**config.mk**
```make
export PLATFORM = sky130hd
export DESIGN_NAME = rrjd_ctrl
export DESIGN_NICKNAME = d
export VERILOG_FILES = /design/src/rtl/core/rrjd_pkg.sv /design/src/rtl/core/rrjd_ctrl.sv
export SDC_FILE = /design/constraint.sdc
export NUM_CORES = 1
export LEC_CHECK = 0
export CAP_MARGIN = 5
export CORE_AREA = 4 4 41 43
export CTS_CLUSTER_SIZE = 14
export DETAILED_ROUTE_END_ITERATION = 8
export DIE_AREA = 0 0 45 47
export DONT_BUFFER_PORTS = 1
export HOLD_SLACK_MARGIN = 0.06
export PLACE_DENSITY = 0.48
export SYNTH_ARGS = -nofsm -noshare
export SYNTH_HDL_FRONTEND = slang
export SYNTH_SLANG_ARGS = --single-unit
```
**constraint.sdc**
```tcl
create_clock -name clk -period 4.4 [get_ports clk]
set_input_delay 0.88 -clock clk [delete_from_list [all_inputs] [get_ports clk]]
set_output_delay 0.88 -clock clk [all_outputs]
set_load 0.005 [all_outputs]
```
**src/rtl/core/rrjd_pkg.sv**
```systemverilog
// Shared types, constants and helper functions for the rotating-rule job dispatcher.
`timescale 1ns / 1ps

package rrjd_pkg;

  localparam int MAX_JOBS        = 16;
  localparam int MAX_OPS_PER_JOB = 16;
  localparam int SLOT_W          = $clog2(MAX_JOBS);
  localparam int IDX_W           = $clog2(MAX_OPS_PER_JOB);
  localparam int CNT_W           = IDX_W + 1;
  localparam int JOB_CNT_W       = SLOT_W + 1;
  localparam int MEM_DEPTH       = MAX_JOBS * MAX_OPS_PER_JOB;
  localparam int MEM_AW          = SLOT_W + IDX_W;
  localparam int TOTAL_W         = $clog2(MEM_DEPTH + 1);
  localparam int ID_W            = 16;
  localparam int COST_W          = 20;
  localparam int WEIGHT_W        = COST_W + IDX_W + 1;
  localparam int CFG_W           = 16;
  localparam int CFG_IDX_W       = 2;
  localparam int NUM_RULES       = 4;

  localparam logic [CFG_IDX_W-1:0] CFG_DET_MODE   = 2'd0;
  localparam logic [CFG_IDX_W-1:0] CFG_RULE_COUNT = 2'd1;
  localparam logic [CFG_IDX_W-1:0] CFG_SEED       = 2'd2;

  localparam logic [15:0] LFSR_TAPS = 16'hB400;

  typedef enum logic [1:0] {
    ST_ACCEPTED = 2'd0,
    ST_ISSUED   = 2'd1,
    ST_EMPTY    = 2'd2,
    ST_FULL     = 2'd3
  } status_t;

  typedef enum logic [3:0] {
    S_IDLE,
    S_DECODE,
    S_SCAN,
    S_PICK,
    S_READ,
    S_UPDATE,
    S_FIND,
    S_COPY,
    S_COMMIT,
    S_DONE
  } state_t;

  typedef struct packed {
    logic              req_type;
    logic [ID_W-1:0]   job_id;
    logic [ID_W-1:0]   op_id;
    logic [COST_W-1:0] op_cost;
    logic              last_of_job;
  } in_item_t;

  typedef struct packed {
    logic [1:0]         status;
    logic [ID_W-1:0]    out_job_id;
    logic [ID_W-1:0]    out_op_id;
    logic [1:0]         rule_used;
    logic [TOTAL_W-1:0] remaining_ops;
  } out_item_t;

  typedef struct packed {
    logic [COST_W-1:0] cost;
    logic [ID_W-1:0]   op;
  } op_entry_t;

  typedef struct packed {
    logic latch;
    logic add_eval;
    logic pop_eval;
    logic scan_step;
    logic pick;
    logic mem_read;
    logic update;
    logic find;
    logic copy_step;
    logic commit;
    logic load_out;
  } cmd_t;

  typedef struct packed {
    logic is_pop;
    logic add_overflow;
    logic add_last;
    logic pop_empty;
    logic scan_last;
    logic slot_found;
    logic copy_last;
    logic out_free;
  } sts_t;

  // Remainder of v by an effective rule count of 1 to 4. The mod-3 case folds
  // base-4 digits, since 4 is congruent to 1 modulo 3.
  function automatic logic [1:0] rule_mod(input logic [15:0] v, input logic [2:0] n);
    logic [4:0] dsum;
    logic [2:0] fold;
    logic [1:0] m3;
    logic [1:0] r;
    dsum = '0;
    for (int i = 0; i < 8; i++) begin
      dsum = dsum + 5'(v[2*i +: 2]);
    end
    fold = 3'(dsum[1:0]) + 3'(dsum[3:2]) + 3'(dsum[4]);
    priority if (fold >= 3'd6) begin
      m3 = 2'(fold - 3'd6);
    end else if (fold >= 3'd3) begin
      m3 = 2'(fold - 3'd3);
    end else begin
      m3 = fold[1:0];
    end
    unique case (n)
      3'd2: r = {1'b0, v[0]};
      3'd3: r = m3;
      3'd4: r = v[1:0];
      default: r = '0;
    endcase
    return r;
  endfunction

endpackage

```
**src/rtl/core/rrjd_ctrl.sv**
```systemverilog
// Controller state machine that sequences add, close and pop transactions.
`timescale 1ns / 1ps

module rrjd_ctrl (
  input  logic           clk,
  input  logic           rst_n,
  input  logic           in_valid,
  output logic           in_stall,
  input  rrjd_pkg::sts_t sts,
  output rrjd_pkg::cmd_t cmd
);

  rrjd_pkg::state_t state_r, state_nxt;

  always_ff @(posedge clk) begin
    if (!rst_n) begin
      state_r <= rrjd_pkg::S_IDLE;
    end else begin
      state_r <= state_nxt;
    end
  end

  always_comb begin
    state_nxt = state_r;
    cmd       = '0;
    unique case (state_r)
      rrjd_pkg::S_IDLE: begin
        if (in_valid) begin
          cmd.latch = 1'b1;
          state_nxt = rrjd_pkg::S_DECODE;
        end
      end
      rrjd_pkg::S_DECODE: begin
        if (sts.is_pop) begin
          cmd.pop_eval = 1'b1;
          state_nxt    = sts.pop_empty ? rrjd_pkg::S_DONE : rrjd_pkg::S_SCAN;
        end else begin
          cmd.add_eval = 1'b1;
          if (!sts.add_overflow && sts.add_last) begin
            state_nxt = rrjd_pkg::S_FIND;
          end else begin
            state_nxt = rrjd_pkg::S_DONE;
          end
        end
      end
      rrjd_pkg::S_SCAN: begin
        cmd.scan_step = 1'b1;
        if (sts.scan_last) begin
          state_nxt = rrjd_pkg::S_PICK;
        end
      end
      rrjd_pkg::S_PICK: begin
        cmd.pick  = 1'b1;
        state_nxt = rrjd_pkg::S_READ;
      end
      rrjd_pkg::S_READ: begin
        cmd.mem_read = 1'b1;
        state_nxt    = rrjd_pkg::S_UPDATE;
      end
      rrjd_pkg::S_UPDATE: begin
        cmd.update = 1'b1;
        state_nxt  = rrjd_pkg::S_DONE;
      end
      rrjd_pkg::S_FIND: begin
        cmd.find  = 1'b1;
        state_nxt = sts.slot_found ? rrjd_pkg::S_COPY : rrjd_pkg::S_DONE;
      end
      rrjd_pkg::S_COPY: begin
        cmd.copy_step = 1'b1;
        if (sts.copy_last) begin
          state_nxt = rrjd_pkg::S_COMMIT;
        end
      end
      rrjd_pkg::S_COMMIT: begin
        cmd.commit = 1'b1;
        state_nxt  = rrjd_pkg::S_DONE;
      end
      rrjd_pkg::S_DONE: begin
        if (sts.out_free) begin
          cmd.load_out = 1'b1;
          state_nxt    = rrjd_pkg::S_IDLE;
        end
      end
      default: state_nxt = rrjd_pkg::S_IDLE;
    endcase
  end

  assign in_stall = (state_r != rrjd_pkg::S_IDLE);

`ifndef SYNTHESIS
  // A new transaction is only latched from idle, and the next cycle decodes it.
  a_latch_to_decode: assert property (@(posedge clk) disable iff (!rst_n)
    cmd.latch |=> state_r == rrjd_pkg::S_DECODE)
    else $error("latched transaction not decoded");

  a_done_holds: assert property (@(posedge clk) disable iff (!rst_n)
    (state_r == rrjd_pkg::S_DONE) && !sts.out_free |=> state_r == rrjd_pkg::S_DONE)
    else $error("result dropped while the output register was busy");

  a_scan_to_pick: assert property (@(posedge clk) disable iff (!rst_n)
    (state_r == rrjd_pkg::S_SCAN) && sts.scan_last |=> state_r == rrjd_pkg::S_PICK)
    else $error("slot scan did not end in pick");
`endif

endmodule

```
==> flow_summary.toml <==
[global_route]
antenna_found_initial = 0
gr-total-overflow = 0
grt_util_all_layers = 0.1201
grt_max_degree = 18
grt_pass1_vias = 417
grt_pass1_wl_um = 1828

[final_layout]
regMostFlops = "state_r"
top_regs = "state_r: 4 flops"
antenna_cells = 0
multi_input_area_sq_um = 321.6
stdcell_count = 79
drive_above_1_share = 0.1094
ff_latch_area_sq_um = 80.08
largest_register_ff_count = 4
syn2layout_area_growth_pct = 2.235
fin_util = 0.3519
layout.nets = 77
fillers = 157

[power]
seqPwrFrac = 0.357
switchingPower_uw = 86.27
power_frac_comb = 0.425
p_per_area_mw_per_mm2 = 438.0
power.static_leakage_nw = 0.1689
vdd_drop_max_v = 0.0001628
intPower_uw = 114.3
swShare = 0.4301
clkPwrFrac = 0.219

[yosys]
synth_area_sq_um = 447.9
synth_cell_type_count = 31
synth_top_area_cell = "dfxtp_1"
synth_warnings = 0
synth.area.top_cells = "dfxtp_1 18%, nor2b_1 7.0%, nand2_1 6.7%"
synth-edff-count = 0
synthCells = 65
synth_top_area_frac = 0.1788
synthArstFlopShare = 0
synth_area_per_cell_sq_um = 6.891
syn-num-nets = 76
yosysMostFrequentCell = "nand2_1"
synth_common_cells = "8 x nand2_1, 6 x nor2_1, 5 x nor2b_1"
ys.flop_type = "dfxtp_1"
ys_ff_latch = 4
yosysSeqAreaShare = 0.1788

[sta]
fmax_mhz = 451.8
rsz0062_at_grt = "false"
worstMarginPinSlew_ns = 0.5033
setup_viol = 0
relSlewSlack = 0.6614
fin_tns_setup_ns = 0
maxSlewViolCount = 0
period_needed_ns = 2.214
fin_worst_skew_ns = 0.002117
fin_crit_sh = 0.5031
finalHoldViolCount = 0

[clock_tree]
cts.path.max_buffers = 2
cts_setup_buffers = 0
clkTransAtPathRegs_ns = 0.04
cts_tree = "done"
clock_sinks = 4
worstSkewPairLatency_ns = 0.23
cts-htree-levels = 1
numCtsBuffers = 3
cts-root-buf = "clkbuf_4"
cts_resized = 0
hold_buffers = 0

[critical_path]
crit_chain = "nor2b_1 > nand2_1 > nor2_1"
cp.arrival_ns = 1.33
path_class = "reg -> out"
slowest_delay_ns = 0.63
cp_max_fo = 17
worst_setup_path_end_kind = "output port"
crit_family = "flip-flops"
slowest_stage = "dfxtp_1"
worst_setup_path_start_kind = "register"
critPathBufInv = 0
crit_required_ns = 3.52

[route]
wirelength_um = 1149
ant_nets = 0
vias = 461
wl_per_cell_um = 14.54
drtIter0Drc = 17
dr.pass1.iters = 4
drt-vias-per-instance = 5.835
drc = 0

[floorplan]
die_x_um = 45
pin_count = 23
die_y_um = 47
start_util = 0.3442
core_sq_mm = 0.001301
die-area_sq_mm = 0.002115
rows = 13

[place]
gp_congestion = 0.8144
dp_cells = 76
port_buffers = 0
dp_hpwl_um = 886.3

[run_status]
outcome = "finished, final reports clean"

[job]
max_cap_viol_count = 0

[min_path]
min_path_type = "reg -> reg"
-- power groups by stage --
stage	Combinational, mW	Sequential (mW)	Clock [mW]
finish	0.0852	0.0715	0.0439
global route	0.0962	0.0758	0.0495
CTS	0.0863	0.0714	0.0465
detailed placement	0.0855	0.0719	0
global placement	0.0856	0.0717	0
floorplan	0.0942	0.0524	0
-- worst register-to-register path: stages (launching register included) --
cell	delay (ns)
dfxtp_1	0.63
inv_2	0.10
or4b_1	0.53
a311oi_1	0.29
o21a_1	0.14
-- final cells by class --
| cell class | count | share of cell area |
|---|---|---|
| clock buffers | 3 | 0.04918 |
| inverters | 4 | 0.03279 |
| multi-input cells | 53 | 0.7022 |
| well taps | 15 | 0.04098 |
| flip-flops and latches | 4 | 0.1749 |
-- path summary, 6_finish.rpt --
check,depth (start not counted),endpoint,start,slack [ns]
setup / recovery,3,cmd[9],state_r[0]$_SDFFE_PN0P_,2.19
hold / removal,2,state_r[0]$_SDFFE_PN0P_,state_r[0]$_SDFFE_PN0P_,0.69
setup reg to reg,4,state_r[3]$_SDFFE_PN0P_,state_r[0]$_SDFFE_PN0P_,2.66
hold reg to reg,2,state_r[0]$_SDFFE_PN0P_,state_r[0]$_SDFFE_PN0P_,0.69
-- layer usage --
metal	part of all wire	GRT usage	vias to the layer above
li1	-	-	234
met1	0.47	0.1477	208
met2	0.42	0.1780	19
met3	0.11	0.06897	0
met4	0	0.03509	0
met5	0	0	-
-- layout by cell type (no fill, tap or decap), drive strengths merged --
cell	n
or2b	1
o21ai	1
o32a	1
nor2b	5
a31oi	1
nand2b	3
nand2	8
nand3b	1
clkbuf	3
nor4	1
o21a	2
nor3	4
nor3b	1
o211ai	2
or4b	1
or3	2
a21oi	2
dfxtp	4
or4	1
mux2	1
a311oi	1
a211o	1
inv	4
and3	3
nor2	7
a211oi	1
a32oi	2
-- logic make-up (layout without fill, tap and decap cells) --
kind of cell           after synthesis  count (layout)  synth area share
AO/OA/AOI/OAI                       14              14            0.2318
buffers and inverters                8               7            0.1033
flip-flops                           4               4            0.1788
multiplexers                         1               1           0.02514
AND/OR/NAND/NOR                     38              38            0.4609
-- through the flow --
step | total power, mW | hold WS, ns | area (sq um) | setup slack, ns
global placement | 0.1573 | 0.6755 | 435.4 | 2.374
detailed placement | 0.1574 | 0.6938 | 435.4 | 2.392
floorplan | 0.1466 | 0.6442 | 447.9 | 2.478
finish | 0.2006 | 0.6937 | 457.9 | 2.186
global route | 0.2215 | 0.7482 | 457.9 | 2.057
CTS | 0.2043 | 0.6992 | 457.9 | 2.176
Power figures use the tool's default switching activity.
